### config.mk
export PLATFORM = sky130hd
export DESIGN_NAME = art_run_tile_decode
export DESIGN_NICKNAME = d
export VERILOG_FILES = /design/src/rtl/artd_pkg.sv /design/src/rtl/artd_in.sv /design/src/rtl/artd_parse.sv /design/src/rtl/artd_out.sv /design/src/rtl/art_run_tile_decode.sv
export SDC_FILE = /design/constraint.sdc
export NUM_CORES = 1
export LEC_CHECK = 0
export ABC_CLOCK_PERIOD_IN_PS = 3440
export BUFFER_PORTS_ARGS = -buffer_cell sky130_fd_sc_hd__buf_2
export CAP_MARGIN = 20
export CORE_ASPECT_RATIO = 0.6
export CORE_MARGIN = 2
export CORE_UTILIZATION = 45
export DETAILED_ROUTE_END_ITERATION = 12
export PLACE_DENSITY_LB_ADDON = 0.25
export SLEW_MARGIN = 20
export SYNTH_ARGS = -nofsm -noshare
export SYNTH_HDL_FRONTEND = slang
export SYNTH_SLANG_ARGS = --single-unit
### constraint.sdc
create_clock -name clk -period 3.44 [get_ports clk]
set_input_delay 0.688 -clock clk [delete_from_list [all_inputs] [get_ports clk]]
set_output_delay 0.688 -clock clk [all_outputs]
set_load 0.02 [all_outputs]
### src/rtl/artd_pkg.sv
// Shared types and constants for the run-coded sprite decoder.
// No dependencies; every rtl file refers to it by scoped names.
`timescale 1ns / 1ps
`default_nettype none

package artd_pkg;

	localparam int unsigned MAX_WIDTH    = 1024;
	localparam int unsigned MAX_ROW_SPAN = 2048;
	localparam int unsigned HEIGHT_LIMIT = 5120 / 2;
	localparam int unsigned RUN_W        = $clog2(MAX_ROW_SPAN);

	localparam logic [15:0] VALUE_FLAG = 16'h8000;

	localparam int unsigned IN_TDATA_W  = 16;
	localparam int unsigned IN_TUSER_W  = 1;
	localparam int unsigned OUT_FIELD_W = 16 + 12 + 16;
	localparam int unsigned OUT_TDATA_W = 48;
	localparam int unsigned OUT_PAD_W   = OUT_TDATA_W - OUT_FIELD_W;
	localparam int unsigned OUT_TUSER_W = 3;

	typedef enum logic [2:0] {
		PH_IDLE,
		PH_FLAG2,
		PH_WIDTH,
		PH_HEIGHT,
		PH_OFFSETS,
		PH_SKIP,
		PH_RUN,
		PH_PIXELS
	} phase_t;

	typedef enum logic [2:0] {
		KIND_PIXEL      = 3'd0,
		KIND_DONE       = 3'd1,
		KIND_BAD_WIDTH  = 3'd2,
		KIND_BAD_HEIGHT = 3'd3,
		KIND_BAD_RUN    = 3'd4
	} kind_t;

	typedef struct packed {
		logic [15:0] data_word;
		logic        tile_start;
	} item_t;

	typedef struct packed {
		logic        valid;
		kind_t       kind;
		logic [15:0] pixel_x;
		logic [11:0] pixel_y;
		logic [15:0] pixel_value;
	} result_t;

endpackage

`default_nettype wire

### src/rtl/artd_in.sv
// Input register stage for the sprite decoder request stream.
// Depends on artd_pkg for the item type and stream widths.
`timescale 1ns / 1ps
`default_nettype none

module artd_in (
	input  wire                                  clk,
	input  wire                                  arst_n,
	input  wire                                  s_axis_tvalid,
	output logic                                 s_axis_tready,
	input  wire  [artd_pkg::IN_TDATA_W-1:0]      s_axis_tdata,
	input  wire  [artd_pkg::IN_TUSER_W-1:0]      s_axis_tuser,
	input  wire                                  adv,
	output logic                                 valid_s1,
	output artd_pkg::item_t                      item_s1
);

	assign s_axis_tready = !valid_s1 || adv;

	always_ff @(posedge clk or negedge arst_n) begin
		if (!arst_n) begin
			valid_s1 <= 1'b0;
		end else if (s_axis_tready) begin
			valid_s1 <= s_axis_tvalid;
		end
	end

	always_ff @(posedge clk) begin
		if (s_axis_tready && s_axis_tvalid) begin
			item_s1.data_word  <= s_axis_tdata;
			item_s1.tile_start <= s_axis_tuser[0];
		end
	end

endmodule

`default_nettype wire

### src/rtl/artd_parse.sv
// Sprite parser: phase register, row counters and the result for one word.
// Depends on artd_pkg for phase, kind, item and result types.
`timescale 1ns / 1ps
`default_nettype none

module artd_parse (
	input  wire                clk,
	input  wire                arst_n,
	input  wire                fire,
	input  artd_pkg::item_t    item_s1,
	output artd_pkg::result_t  res
);

	artd_pkg::phase_t             phase_q, phase_d;
	logic [11:0]                  sprite_height_q, sprite_height_d;
	logic [11:0]                  offsets_left_q, offsets_left_d;
	logic [15:0]                  cursor_x_q, cursor_x_d;
	logic [11:0]                  cursor_y_q, cursor_y_d;
	logic [15:0]                  pending_skip_q, pending_skip_d;
	logic [artd_pkg::RUN_W-1:0]   run_left_q, run_left_d;

	logic [15:0] w;
	logic [16:0] span;
	logic [11:0] y_inc;
	logic [11:0] off_dec;

	assign w       = item_s1.data_word;
	assign span    = {1'b0, pending_skip_q} + {1'b0, w};
	assign y_inc   = cursor_y_q + 12'd1;
	assign off_dec = offsets_left_q - 12'd1;

	always_ff @(posedge clk or negedge arst_n) begin
		if (!arst_n) begin
			phase_q         <= artd_pkg::PH_IDLE;
			sprite_height_q <= '0;
			offsets_left_q  <= '0;
			cursor_x_q      <= '0;
			cursor_y_q      <= '0;
			pending_skip_q  <= '0;
			run_left_q      <= '0;
		end else if (fire) begin
			phase_q         <= phase_d;
			sprite_height_q <= sprite_height_d;
			offsets_left_q  <= offsets_left_d;
			cursor_x_q      <= cursor_x_d;
			cursor_y_q      <= cursor_y_d;
			pending_skip_q  <= pending_skip_d;
			run_left_q      <= run_left_d;
		end
	end

	always_comb begin
		phase_d         = phase_q;
		sprite_height_d = sprite_height_q;
		offsets_left_d  = offsets_left_q;
		cursor_x_d      = cursor_x_q;
		cursor_y_d      = cursor_y_q;
		pending_skip_d  = pending_skip_q;
		run_left_d      = run_left_q;
		res             = '0;
		res.kind        = artd_pkg::KIND_PIXEL;

		if (item_s1.tile_start) begin
			phase_d = artd_pkg::PH_FLAG2;
		end else begin
			case (phase_q)
				artd_pkg::PH_IDLE: begin
					phase_d = artd_pkg::PH_IDLE;
				end
				artd_pkg::PH_FLAG2: begin
					phase_d = artd_pkg::PH_WIDTH;
				end
				artd_pkg::PH_WIDTH: begin
					if (w == 16'd0 || w >= 16'(artd_pkg::MAX_WIDTH)) begin
						phase_d   = artd_pkg::PH_IDLE;
						res.valid = 1'b1;
						res.kind  = artd_pkg::KIND_BAD_WIDTH;
					end else begin
						phase_d = artd_pkg::PH_HEIGHT;
					end
				end
				artd_pkg::PH_HEIGHT: begin
					if (w == 16'd0 || w > 16'(artd_pkg::HEIGHT_LIMIT)) begin
						phase_d   = artd_pkg::PH_IDLE;
						res.valid = 1'b1;
						res.kind  = artd_pkg::KIND_BAD_HEIGHT;
					end else begin
						sprite_height_d = w[11:0];
						offsets_left_d  = w[11:0];
						phase_d         = artd_pkg::PH_OFFSETS;
					end
				end
				artd_pkg::PH_OFFSETS: begin
					offsets_left_d = off_dec;
					if (off_dec == 12'd0) begin
						cursor_x_d = '0;
						cursor_y_d = '0;
						phase_d    = artd_pkg::PH_SKIP;
					end
				end
				artd_pkg::PH_SKIP: begin
					pending_skip_d = w;
					phase_d        = artd_pkg::PH_RUN;
				end
				artd_pkg::PH_RUN: begin
					if (span == 17'd0) begin
						cursor_x_d = '0;
						cursor_y_d = y_inc;
						if (y_inc >= sprite_height_q) begin
							phase_d   = artd_pkg::PH_IDLE;
							res.valid = 1'b1;
							res.kind  = artd_pkg::KIND_DONE;
						end else begin
							phase_d = artd_pkg::PH_SKIP;
						end
					end else if (span >= 17'(artd_pkg::MAX_ROW_SPAN)) begin
						phase_d   = artd_pkg::PH_IDLE;
						res.valid = 1'b1;
						res.kind  = artd_pkg::KIND_BAD_RUN;
					end else begin
						cursor_x_d = cursor_x_q + pending_skip_q;
						if (w == 16'd0) begin
							phase_d = artd_pkg::PH_SKIP;
						end else begin
							run_left_d = w[artd_pkg::RUN_W-1:0];
							phase_d    = artd_pkg::PH_PIXELS;
						end
					end
				end
				artd_pkg::PH_PIXELS: begin
					res.valid       = 1'b1;
					res.kind        = artd_pkg::KIND_PIXEL;
					res.pixel_x     = cursor_x_q;
					res.pixel_y     = cursor_y_q;
					res.pixel_value = (w != 16'd0) ? (w | artd_pkg::VALUE_FLAG) : 16'd0;
					cursor_x_d      = cursor_x_q + 16'd1;
					run_left_d      = run_left_q - artd_pkg::RUN_W'(1);
					if (run_left_q == artd_pkg::RUN_W'(1)) begin
						phase_d = artd_pkg::PH_SKIP;
					end
				end
				default: begin
					phase_d = artd_pkg::PH_IDLE;
				end
			endcase
		end
	end

endmodule

`default_nettype wire

### src/rtl/artd_out.sv
// Result register driving the decoder's master stream.
// Depends on artd_pkg for the result type and stream widths.
`timescale 1ns / 1ps
`default_nettype none

module artd_out (
	input  wire                                  clk,
	input  wire                                  arst_n,
	input  wire                                  valid_s1,
	input  artd_pkg::result_t                    res,
	output logic                                 adv,
	output logic                                 m_axis_tvalid,
	input  wire                                  m_axis_tready,
	output logic [artd_pkg::OUT_TDATA_W-1:0]     m_axis_tdata,
	output logic [artd_pkg::OUT_TUSER_W-1:0]     m_axis_tuser
);

	artd_pkg::result_t res_q;
	logic              out_valid_q;

	assign adv = !out_valid_q || m_axis_tready;

	always_ff @(posedge clk or negedge arst_n) begin
		if (!arst_n) begin
			out_valid_q <= 1'b0;
		end else if (adv) begin
			out_valid_q <= valid_s1 && res.valid;
		end
	end

	always_ff @(posedge clk) begin
		if (adv && valid_s1) begin
			res_q <= res;
		end
	end

	assign m_axis_tvalid = out_valid_q;
	assign m_axis_tdata  = {{artd_pkg::OUT_PAD_W{1'b0}}, res_q.pixel_value,
		res_q.pixel_y, res_q.pixel_x};
	assign m_axis_tuser  = res_q.kind;

endmodule

`default_nettype wire

### src/rtl/art_run_tile_decode.sv
// Top level of the run-coded sprite decoder.
// Depends on artd_pkg, artd_in, artd_parse and artd_out.
//
//  channel  dir  tdata (low bit up)                              tuser
//  s_axis   in   data_word[15:0]                                 tile_start
//  m_axis   out  pixel_x[15:0] pixel_y[27:16] pixel_value[43:28] kind[2:0]
//                zero pad [47:44]
//
// One coded word is taken per cycle unless the output stalls; a result passes the input, then the output register.
// The rate is set by the single parser state update per word in artd_parse.
// Reset puts the parser in the waiting phase and empties both registers.
// A stalled result holds in the output register; s_axis_tready drops only
// when the input register is also full and the result is not taken.
`timescale 1ns / 1ps
`default_nettype none

module art_run_tile_decode (
	input  wire                                  clk,
	input  wire                                  arst_n,
	input  wire                                  s_axis_tvalid,
	output logic                                 s_axis_tready,
	input  wire  [artd_pkg::IN_TDATA_W-1:0]      s_axis_tdata,  // data_word
	input  wire  [artd_pkg::IN_TUSER_W-1:0]      s_axis_tuser,  // tile_start
	output logic                                 m_axis_tvalid,
	input  wire                                  m_axis_tready,
	output logic [artd_pkg::OUT_TDATA_W-1:0]     m_axis_tdata,  // pixel_x, pixel_y, pixel_value
	output logic [artd_pkg::OUT_TUSER_W-1:0]     m_axis_tuser   // kind
);

	logic              adv;
	logic              valid_s1;
	logic              fire;
	artd_pkg::item_t   item_s1;
	artd_pkg::result_t res;

	assign fire = valid_s1 && adv;

	artd_in u_in (
		.clk           (clk),
		.arst_n        (arst_n),
		.s_axis_tvalid (s_axis_tvalid),
		.s_axis_tready (s_axis_tready),
		.s_axis_tdata  (s_axis_tdata),
		.s_axis_tuser  (s_axis_tuser),
		.adv           (adv),
		.valid_s1      (valid_s1),
		.item_s1       (item_s1)
	);

	artd_parse u_parse (
		.clk     (clk),
		.arst_n  (arst_n),
		.fire    (fire),
		.item_s1 (item_s1),
		.res     (res)
	);

	artd_out u_out (
		.clk           (clk),
		.arst_n        (arst_n),
		.valid_s1      (valid_s1),
		.res           (res),
		.adv           (adv),
		.m_axis_tvalid (m_axis_tvalid),
		.m_axis_tready (m_axis_tready),
		.m_axis_tdata  (m_axis_tdata),
		.m_axis_tuser  (m_axis_tuser)
	);

endmodule

`default_nettype wire

[Word-level counts from Yosys, hierarchy flattened]
Cells that the tools add are included.
Widths: inputs -> output; s select.
Operators by class
  add/sub/neg operators: 6
  magnitude comparators: 4
  equality and inequality tests: 17
  multiplexer cells: 32
  bitwise logic cells: 4
  reduce and logical (&&, ||, !) cells: 27
Operators by type and width (number)
  $mux 16: 4
  $mux 48: 1
  $pmux 12 s2: 2
  $pmux 16 s3: 1
  $mux 44: 1
  $mux 12: 3
  $mux 11: 3
  $pmux 3 s8: 1
  $pmux 11 s2: 1
  $mux 3: 7
  $mux 4: 5
  $add 16x16->17: 1
  $ge 17x12->1 const B: 1
  $logic_not 17->1: 1
  $add 16x1->16 const B: 1
  $add 16x16->16: 1
  $ge 16x11->1 const B: 1
  $gt 16x12->1 const B: 1
  $logic_not 16->1: 1
  $pmux 4 s4: 1
  $reduce_bool 16->1: 1
  $add 12x1->12 const B: 1
  $eq 3x3->1 const B: 4
  $ge 12x12->1: 1
  23 further kinds: 45
Word-level totals
  register bits after elaboration: 148
  input port bits: 21
  output and inout port bits: 53
  logic and storage cells: 106

[Depth between registers and ports, before layout]
Gate-level depths: netlist of run 1.
  word-level depth: 7
  depth in mapped cells: 15
  depth with buffers taken out: 15

[Modules after synthesis]
Synthesis of run 1 repeated with hierarchy kept, for this count alone.
Second synthesis, totals
  cell total of the unflattened synthesis: 921
  area total of the unflattened synthesis: 8969.9 µm²
By module, submodules not included
  artd_parse: instances 1, cells each 842, area an instance 6899.1 µm²
  artd_out: instances 1, cells each 57, area an instance 1500.2 µm²
  artd_in: instances 1, cells each 21, area an instance 564.3 µm²
  art_run_tile_decode: instances 1, cells each 1, area an instance 6.3 µm²

[Worst setup path after synthesis of run 1]
No wires, ideal clock.
  kind: input to register
  from: input port m_axis_tready
  to: register u_parse.cursor_y_q[8]
  arrival time: 3511 ps
  data required time: 3322 ps
  setup slack: -189 ps
  cell stages on the path: 9
  buffers on the path: 0
  path through: nand2b_1 nand2_1 inv_1 nand2b_1 nor3_1 a21o_1 a31oi_1 o21bai_1 a21o_1
On the way
  word-level cells in the longest chain between the ends: 3
RTL lines
  start, declared: RTL line art_run_tile_decode.sv:25  | input wire m_axis_tready,
  $logic_or 1x1->1: RTL line artd_out.sv:21  | assign adv = !out_valid_q || m_axis_tready;
  $logic_and 1x1->1: RTL line art_run_tile_decode.sv:36  | assign fire = valid_s1 && adv;
  named net fire: RTL line art_run_tile_decode.sv:32  | logic fire;
  $reduce_and 5->1 (no source line)
  end signal, assigned: RTL line artd_parse.sv:46  | cursor_y_q <= cursor_y_d;
  end, declared: RTL line artd_parse.sv:18  | logic [11:0] cursor_y_q, cursor_y_d;
The timed path passes the listed nets, and every way through them passes these cells.
A chain may end at the register's enable or synchronous reset.

[Worst setup path after layout of run 1]
  from: register u_parse.pending_skip_q[6]
  to: register u_parse.cursor_x_q[15]
On the way
  word-level cells in the longest chain between the ends: 4
  elaborated cells between the ends (all ways): 9
  those cells by class: add/sub (2); order compare (1); eq/ne (1); mux (3); reduce/logical (2)
RTL lines
  start, declared: RTL line artd_parse.sv:19  | logic [15:0] pending_skip_q, pending_skip_d;
  start signal, assigned: RTL line artd_parse.sv:47  | pending_skip_q <= pending_skip_d;
  $add 16x16->17 / $add 16x16->16 (equally long branches): RTL line artd_parse.sv:28, artd_parse.sv:121
  $ge 17x12->1, or another cell as far along: RTL line artd_parse.sv:116  | end else if (span >= 17'(artd_pkg::MAX_ROW_SPAN)) begin
  $ne 3x2->1 (no source line) / $mux 16 (equally long branches)
  $reduce_and 5->1 (no source line) / $pmux 16 s3 (equally long branches)
  end signal, assigned: RTL line artd_parse.sv:45  | cursor_x_q <= cursor_x_d;
  end, declared: RTL line artd_parse.sv:17  | logic [15:0] cursor_x_q, cursor_x_d;
Several ways; a longest one is shown, not always the timed one. The select of a mux whose other input is x is not followed.

==> results of run 1 <==
==> cell type report <==
cell class / count / share of cell area, %
Antenna cell: 1 / 0.0237
Clock buffer: 18 / 4.07
Clock inverter: 14 / 1.59
Inverter: 37 / 1.35
Multi-Input combinational cell: 685 / 43.7
Sequential cell: 148 / 38.1
Tap cell: 266 / 3.15
Timing Repair Buffer: 130 / 7.95
==> power by group <==
group	leakage [nW]	total [mW]	switching [mW]	internal, mW
clock network	0.295	1.93	0.836	1.09
logic	2.73	0.371	0.255	0.116
registers	1.73	1.95	0.0363	1.91
==> per-layer routing <==
metal / part of all wire (%) / track usage (%) / vias to the layer above
met1: 50 / 40.2 / 3630
met5: 0 / 0 / -
met4: 1.4 / 6.14 / 0
li1: - / - / 3592
met2: 37 / 30.5 / 360
met3: 11 / 7.31 / 34
==> cell usage after synthesis, drive strengths merged, types with 3 or more instances <==
library cell  number
or3                3
xnor2             22
nand4              9
clkbuf            30
o41ai              3
dfrtp             84
a22oi              6
a22o               4
buf                9
o21bai             7
nand2             57
xor2              11
inv               37
a311oi             3
or2                3
o21ai             83
nand3             40
edfxtp            64
a211oi             9
nor3              27
and2              32
o211ai            20
a31o               3
o22ai              4
ha                49
o31ai              9
a21oi             48
a21o              13
nand2b            10
nor2b              3
nor2              79
o21a               4
and3              31
nand3b             9
a2bb2oi            6
a31oi             14
mux2              18
nor4              13
==> worst paths after layout <==
kind	startpoint	endpoint	slack, ps	cells after the start
max in group asynchronous	arst_n	u_in.valid_s1	2410	2
worst max-delay path	u_parse.pending_skip_q[6]	u_parse.cursor_x_q[15]	80	12
worst min register to register	u_parse.run_left_q[4]	u_parse.run_left_q[4]	520	2
worst min-delay path	arst_n	u_parse.cursor_y_q[5]	280	1
worst max register to register	u_parse.pending_skip_q[6]	u_parse.cursor_x_q[15]	80	12
min in group clk	s_axis_tdata[3]	u_in.item_s1[4]	420	1
==> metrics by stage <==
step | hold WS (ps) | worst slack, ps
2_1_floorplan | 392 | 176
6_report | 280 | 83.2
3_5_place_dp | 495 | -137
3_3_place_gp | 488 | -1.54
5_1_grt | 314 | -151
4_1_cts | 284 | 43.6
==> critical path: cells and delay by family, from the launching register on <==
family	cells	cell delay [ps]
compound gates	6	1150
simple gates	2	620
flops	1	450
fa+ha+maj	1	350
mux	1	330
buf+inv	2	330
==> cell families (layout without fill, tap and decap cells) <==
kind of cell	after synthesis	count (layout)	synth area share, %
AND/OR/NAND/NOR	321	321	19.0
AO/OA/AOI/OAI	257	257	18.9
multiplexers	19	19	2.40
XOR/XNOR	33	33	3.26
other	1	5	0.0423
adder cells (fa/ha/maj)	51	51	7.37
flip-flops	148	148	45.4
buffers and inverters	76	199	3.57
==> sequential cells by signal, summed over array words and instances (netlist names), 3 cells and up <==
| signal | count |
|---|---|
| u_parse.cursor_x_q | 16 |
| u_out.m_axis_tuser | 3 |
| u_parse.pending_skip_q | 16 |
| u_parse.cursor_y_q | 12 |
| u_parse.run_left_q | 11 |
| u_parse.phase_q | 3 |
| u_in.item_s1 | 17 |
| u_parse.offsets_left_q | 12 |
| u_out.m_axis_tdata | 44 |
| u_parse.sprite_height_q | 12 |
==> repair_timing <==
item | 4_1_cts | 5_1_grt
hold buffers | 0 | 0
cloned | 0 | 1
buffers inserted | 0 | 8
pin swaps | 2 | 8
setup endpoints to repair | 22 | 41
gates resized for setup | 2 | 13
==> impl_metrics.toml, run 1 <==
[yosys]
ys_seq_area_share_pct = 45.4
synth-edff-count = 64
synth_warnings = 0
synth.distinct_cells = 77
ys.flop_type = "dfrtp_1"
avgSynthCellArea_um2 = 9.78
synth_top_area_share_pct = 23.7
synthArstFlopShare_pct = 56.8
synth-seq-cells = 148
yosysTopAreaCell = "dfrtp_1"
syn_inst = 906
synth_area_mm2 = 0.00886
ys_top_cells_by_area = "dfrtp_1 (24%), edfxtp_1 (22%), ha_1 (6.9%)"

[finish]
fill_cells = 1698
drive_gt1_share_pct = 20.6
utilization_pct = 55.0
finish.instance_area_mm2 = 0.0106
layout_commonest_cell = "dfrtp_1"
final_net_count = 1091
final_cell_mix = "dfrtp_1 (83), o21ai_0 (79), nor2_1 (77)"
area.growth.synth_to_final_pct = 19.1
register_area_mm2 = 0.00403
multi_input_area_mm2 = 0.00462
stdcell_count = 1299

[route]
vias = 7616
ant_nets = 0
drt_pass1_iterations = 6
initialDrtViolationCount = 728
drcViolationCount = 0
via_per_inst = 5.86
wire_per_inst_um = 19.0
wl_um = 24700

[cts]
clock_sinks = 148
clockRootBuffer = "clkbuf_16"
h-tree-depth = 4
cts_buffers = 17
cts_max_path_buffers = 2
clock_latency_ps = 440
clk_pin_slew_ps = 70
cts_tree = "done"

[status]
status = "completed"

[placement]
place_area_mm2 = 0.00979
place.gp.congestion = 0.981
place_inst = 1257
dp.final_hpwl_um = 17900
io_buffers = 69

[timing]
clock_skew_ps = 9.75
tightest_slew_ps = 794
timing.final.crit_share_pct = 97.6
period_needed_ps = 3360
fin_tns_setup_ps = 0
finalSetupViolCount = 0
relSlewSlack_pct = 47.1
hold_violations = 0
rsz0062_at_grt = "true"
max_freq_ghz = 0.298
maxSlewViolCount = 0

[global_routing]
overflow = 0
grt_pass1_wl_um = 38800
grt_max_degree = 51
grt_pass1_vias = 6833
antenna_found_initial = 1
grt.total_usage_pct = 24.5

[die]
die_w_um = 185
fp.dieH_um = 113
row_count = 39
initial_core_util_pct = 46.2
pin_count = 74
coreArea_mm2 = 0.0192
dieArea_mm2 = 0.0209

[setup_path]
end_kind = "flop"
crit_arrival_ps = 3660
cp_slowest_cell = "dfrtp_1"
critPathMostFrequentCell = "o21ai_0"
critPathMaxFanout = 5
worst-setup-path-type = "flop to flop"
critPathMaxStageDelay_ps = 450
start_kind = "flop"
crit_chain = "ha_1 -> or2_1 -> a21oi_1 -> a21oi_4 -> a31oi_4 -> mux2_4 -> nor4_4 -> buf_4 -> clkbuf_16 -> o21ai_0 -> o21ai_0 -> o21ai_0"
crit_required_ps = 3740

[power_and_ir_drop]
total_power_mw = 4.25
cellLeakagePower_nw = 4.75
p_per_area_mw_per_mm2 = 403
vdd_ir_drop_max_v = 0.000320

[worst_hold_path]
min_path_type = "input pin to async pin"

[job]
cap_violations = 0
Power figures use the tool's default switching activity.
==> run 2: changes to the inputs <==
- CORE_UTILIZATION: 45 -> 50
- TNS_END_PERCENT: not set -> 5
==> impl_metrics.toml, run 2 (synthesized netlist as in run 1, its figures left out) <==
[status]
status = "completed"

[die]
die_w_um = 176
fp.dieH_um = 107
initial_core_util_pct = 51.3
row_count = 37
pin_count = 74
dieArea_mm2 = 0.0188
coreArea_mm2 = 0.0173

[timing]
fin_tns_setup_ps = 0
hold_violations = 0
relSlewSlack_pct = 36.6
timing.final.crit_share_pct = 96.0
max_freq_ghz = 0.303
rsz0062_at_grt = "true"
tightest_slew_ps = 941
maxSlewViolCount = 0
clock_skew_ps = 13.4
period_needed_ps = 3300
finalSetupViolCount = 0

[worst_hold_path]
min_path_type = "input pin to async pin"

[global_routing]
grt_pass1_wl_um = 38400
overflow = 0
grt.total_usage_pct = 26.4
grt_max_degree = 85
antenna_found_initial = 0
grt_pass1_vias = 7072

[setup_path]
end_kind = "flop"
reg2reg_depth = 12
reg2reg_slack_ps = 140
critPathMaxStageDelay_ps = 390
crit_chain = "ha_2 -> fa_1 -> a21o_1 -> a22oi_2 -> a21oi_4 -> a31oi_1 -> mux2_2 -> nor4_4 -> buf_12 -> nand2_1 -> or3_1 -> a21oi_1"
crit_arrival_ps = 3580
critPathMaxFanout = 13
crit_required_ps = 3720
worst-setup-path-type = "flop to flop"
timing.rr.start = "u_in.item_s1[1]"
r2r-end = "u_out.m_axis_tuser[0]"
cp_slowest_cell = "edfxtp_1"
start_kind = "flop"

[placement]
io_buffers = 69
place.gp.congestion = 0.947
dp.final_hpwl_um = 17100

[finish]
diodes = 0
drive_gt1_share_pct = 19.7
final_cell_mix = "dfrtp_1 (83), o21ai_0 (79), nor2_1 (78)"
fill_cells = 1457
area.growth.synth_to_final_pct = 17.3
largest_reg_flops = 44
utilization_pct = 60.2
register_area_mm2 = 0.00403
multi_input_area_mm2 = 0.00462
layout_commonest_cell = "dfrtp_1"
final_net_count = 1078

[route]
via_per_inst = 6.02
initialDrtViolationCount = 740
wl_um = 24100
ant_nets = 0
drcViolationCount = 0
drt_pass1_iterations = 6
wire_per_inst_um = 19.2
vias = 7548

[power_and_ir_drop]
p_per_area_mw_per_mm2 = 402
total_power_mw = 4.17
vdd_ir_drop_max_v = 0.000269
cellLeakagePower_nw = 4.67

[cts]
cts_max_path_buffers = 2
clk_pin_slew_ps = 70
clockRootBuffer = "clkbuf_16"
cts_buffers = 17
h-tree-depth = 4
clock_latency_ps = 430
cts_tree = "done"
clock_sinks = 148

[job]
cap_violations = 0
[run 2: repair_timing]
action	4_1_cts	5_1_grt
resized for setup	3	10
setup endpoints to repair	24	41
pin swaps	0	5
setup buffers	0	2
cloned	0	1
hold buffers	0	0
[run 2: layer usage]
metal | GRT usage (%) | up-vias | part of all wire [%]
met4 | 6.55 | 0 | 1.5
met1 | 39.6 | 3626 | 47
met3 | 7.41 | 38 | 9.2
met2 | 37.4 | 319 | 42
met5 | 0 | - | 0
li1 | - | 3565 | -
[run 2: cell type report]
type / count / area share, %
well taps: 234 / 2.82
clock inverters: 15 / 1.54
inverters: 37 / 1.37
repair buffers: 116 / 6.98
clock buffers: 17 / 4.09
multi-input cells: 686 / 44.5
flip-flops and latches: 148 / 38.7
[run 2: where the power goes]
| part | internal (mW) | switching (mW) | leakage, nW |
|---|---|---|---|
| logic | 0.117 | 0.255 | 2.67 |
| registers | 1.91 | 0.0320 | 1.73 |
| clock network | 1.03 | 0.831 | 0.275 |
| total | 3.06 | 1.12 | 4.67 |
[run 2: worst max path at each step]
stage / to / depth (start not counted) / start / slack, ps
global route: u_parse.phase_q[0] / 16 / u_parse.cursor_y_q[0] / -60
floorplan: u_parse.run_left_q[1] / 12 / u_in.item_s1[1] / 180
detailed placement: u_parse.cursor_x_q[7] / 12 / u_in.item_s1[1] / -100
CTS: u_parse.run_left_q[1] / 12 / u_in.item_s1[1] / -40
global placement: u_parse.cursor_x_q[7] / 12 / u_in.item_s1[1] / -60
finish: u_out.m_axis_tuser[0] / 12 / u_in.item_s1[1] / 140
[run 2: critical path, delay by kind of cell (launching register included)]
kind / cells / cell delay, ps
flops: 1 / 390
buf+inv: 1 / 200
simple gates: 3 / 590
compound gates: 5 / 980
fa+ha+maj: 2 / 610
mux: 1 / 380
[run 2: stage by stage]
stage / setup WS, ps / cells / area [um2] / hold WS (ps)
after floorplan: 176 / 909 / 8880 / 392
after global placement: -56.1 / 1218 / 9710 / 489
after detailed placement: -100 / 1218 / 9710 / 499
after CTS: -38.2 / 1250 / 10300 / 301
after global routing: -61.9 / 1253 / 10400 / 301
final: 137 / 1253 / 10400 / 259
==> run 3: changes to the inputs <==
- CORE_ASPECT_RATIO: 0.6 -> 0.75
- HOLD_SLACK_MARGIN: not set -> 0.06
==> impl_metrics.toml, run 3 (synthesized netlist as in run 1, its figures left out) <==
[status]
status = "completed"

[timing]
clock_skew_ps = 9.81
hold_violations = 0
finalSetupViolCount = 0
timing.final.crit_share_pct = 96.2
maxSlewViolCount = 0
rsz0062_at_grt = "false"
tightest_slew_ps = 868
relSlewSlack_pct = 41.6
max_freq_ghz = 0.302
period_needed_ps = 3310
fin_tns_setup_ps = 0

[finish]
drive_gt1_share_pct = 19.2
finish.instance_area_mm2 = 0.0103
area.growth.synth_to_final_pct = 16.5
stdcell_count = 1266
final_cell_mix = "dfrtp_1 (84), o21ai_0 (79), nor2_1 (78)"
diodes = 0
largest_reg_flops = 44
layout_commonest_cell = "dfrtp_1"
final_net_count = 1083
utilization_pct = 59.0

[setup_path]
crit_arrival_ps = 3590
worst-setup-path-type = "flop to flop"
reg2reg_depth = 13
reg2reg_slack_ps = 130
crit_required_ps = 3720
start_kind = "flop"
critPathMaxFanout = 7
critPathMaxStageDelay_ps = 380
r2r-end = "u_out.m_axis_tuser[0]"
end_kind = "flop"
cp_slowest_cell = "edfxtp_1"
timing.rr.start = "u_in.item_s1[1]"
crit_chain = "ha_1 -> fa_2 -> a21o_1 -> a22oi_2 -> a21oi_4 -> a31oi_1 -> mux2_2 -> nor4_4 -> buf_6 -> buf_4 -> nand2_1 -> or3_1 -> a21oi_1"

[placement]
place_area_mm2 = 0.00975
place.gp.congestion = 0.957
place_inst = 1233
dp.final_hpwl_um = 16700
io_buffers = 69

[die]
pin_count = 74
coreArea_mm2 = 0.0175
die_w_um = 158
initial_core_util_pct = 50.7
dieArea_mm2 = 0.0188
fp.dieH_um = 119
row_count = 42

[global_routing]
antenna_found_initial = 0
grt_max_degree = 51
grt_pass1_wl_um = 37200
grt_pass1_vias = 6799
grt.total_usage_pct = 25.8
overflow = 0

[route]
via_per_inst = 5.95
drcViolationCount = 0
wl_um = 23300
initialDrtViolationCount = 865
vias = 7530
wire_per_inst_um = 18.4
ant_nets = 0
drt_pass1_iterations = 6

[cts]
h-tree-depth = 4
cts_buffers = 17
clock_sinks = 148
clockRootBuffer = "clkbuf_16"
cts_max_path_buffers = 2
clock_latency_ps = 430
cts_tree = "done"
clk_pin_slew_ps = 70

[power_and_ir_drop]
pwr-share-comb_pct = 9.2
seqPwrFrac_pct = 48.8
power.share.switching_pct = 26.0
p_sw_mw = 1.04
p_per_area_mw_per_mm2 = 386
vdd_ir_drop_max_v = 0.000325
cellLeakagePower_nw = 4.66
total_power_mw = 3.99
power.internal_mw = 2.95
clkPwrFrac_pct = 42.0

[worst_hold_path]
min_path_type = "input pin to async pin"

[job]
cap_violations = 0
-- run 3: cell types whose count changed in the layout (fill, tap and decap cells not counted), sizes merged --
cell    change
inv         -5
bufinv      -1
a211oi      -1
clkbuf      +4
buf         +6
clkinv      +2
-- run 3: cell type report --
cell class                 instances  area [um2]
inverter                          37         143
clock inverter                    11        78.8
timing repair buffer             122         762
multi-input combinational        685        4580
sequential                       148        4020
tap                              242         303
fill                            1518        7170
clock buffer                      21         440
-- run 3: worst max path at each step --
stage | start | slack [ps] | to | depth (start not counted)
5_1_grt | u_in.item_s1[2] | 0.6 | u_out.m_axis_tuser[0] | 12
3_3_place_gp | u_in.item_s1[1] | -50 | u_parse.cursor_x_q[13] | 12
3_5_place_dp | u_in.item_s1[1] | -110 | u_parse.cursor_x_q[12] | 12
2_1_floorplan | u_in.item_s1[1] | 180 | u_parse.run_left_q[1] | 12
4_1_cts | u_in.item_s1[1] | 30 | u_out.m_axis_tuser[0] | 13
6_report | u_in.item_s1[1] | 130 | u_out.m_axis_tuser[0] | 13
-- run 3: per-stage QoR --
step,setup WS (ps),hold WS [ps]
final,130,247
after global routing,0.599,291
after CTS,34.1,272
after detailed placement,-112,491
after global placement,-47.1,485
after floorplan,176,392
-- run 3: per-layer routing --
layer	wire length [um]	track usage [%]	share of wire, %	up-vias
met3	2150	5.60	9.2	30
li1	-	-	-	3570
met1	11400	41.3	49	3583
met5	0	0	0	-
met4	371	5.97	1.6	0
met2	9370	35.1	40	347
-- run 3: worst max-delay path: cells and delay by family, from the launching register on --
kind                       cells  cell delay, ps
buffers and inverters          2             320
DFF                            1             380
AOI/OAI and AO/OA              5             880
muxes                          1             370
adders and majority gates      2             620
and+or+nand+nor                3             580
-- run 3: repair_timing --
action,in CTS,in global routing
setup endpoints to repair,19,30
hold buffers,0,0
gates resized for setup,4,3
pin swaps,0,3
setup buffers,0,1
-- run 3: power groups by stage --
stage | logic, mW | registers (mW) | clock network [mW]
final | 0.365 | 1.95 | 1.67
after global routing | 0.398 | 1.95 | 1.78
after CTS | 0.362 | 1.95 | 1.69
after detailed placement | 0.357 | 1.98 | 0
after global placement | 0.354 | 1.98 | 0
after floorplan | 0.161 | 2.03 | 0
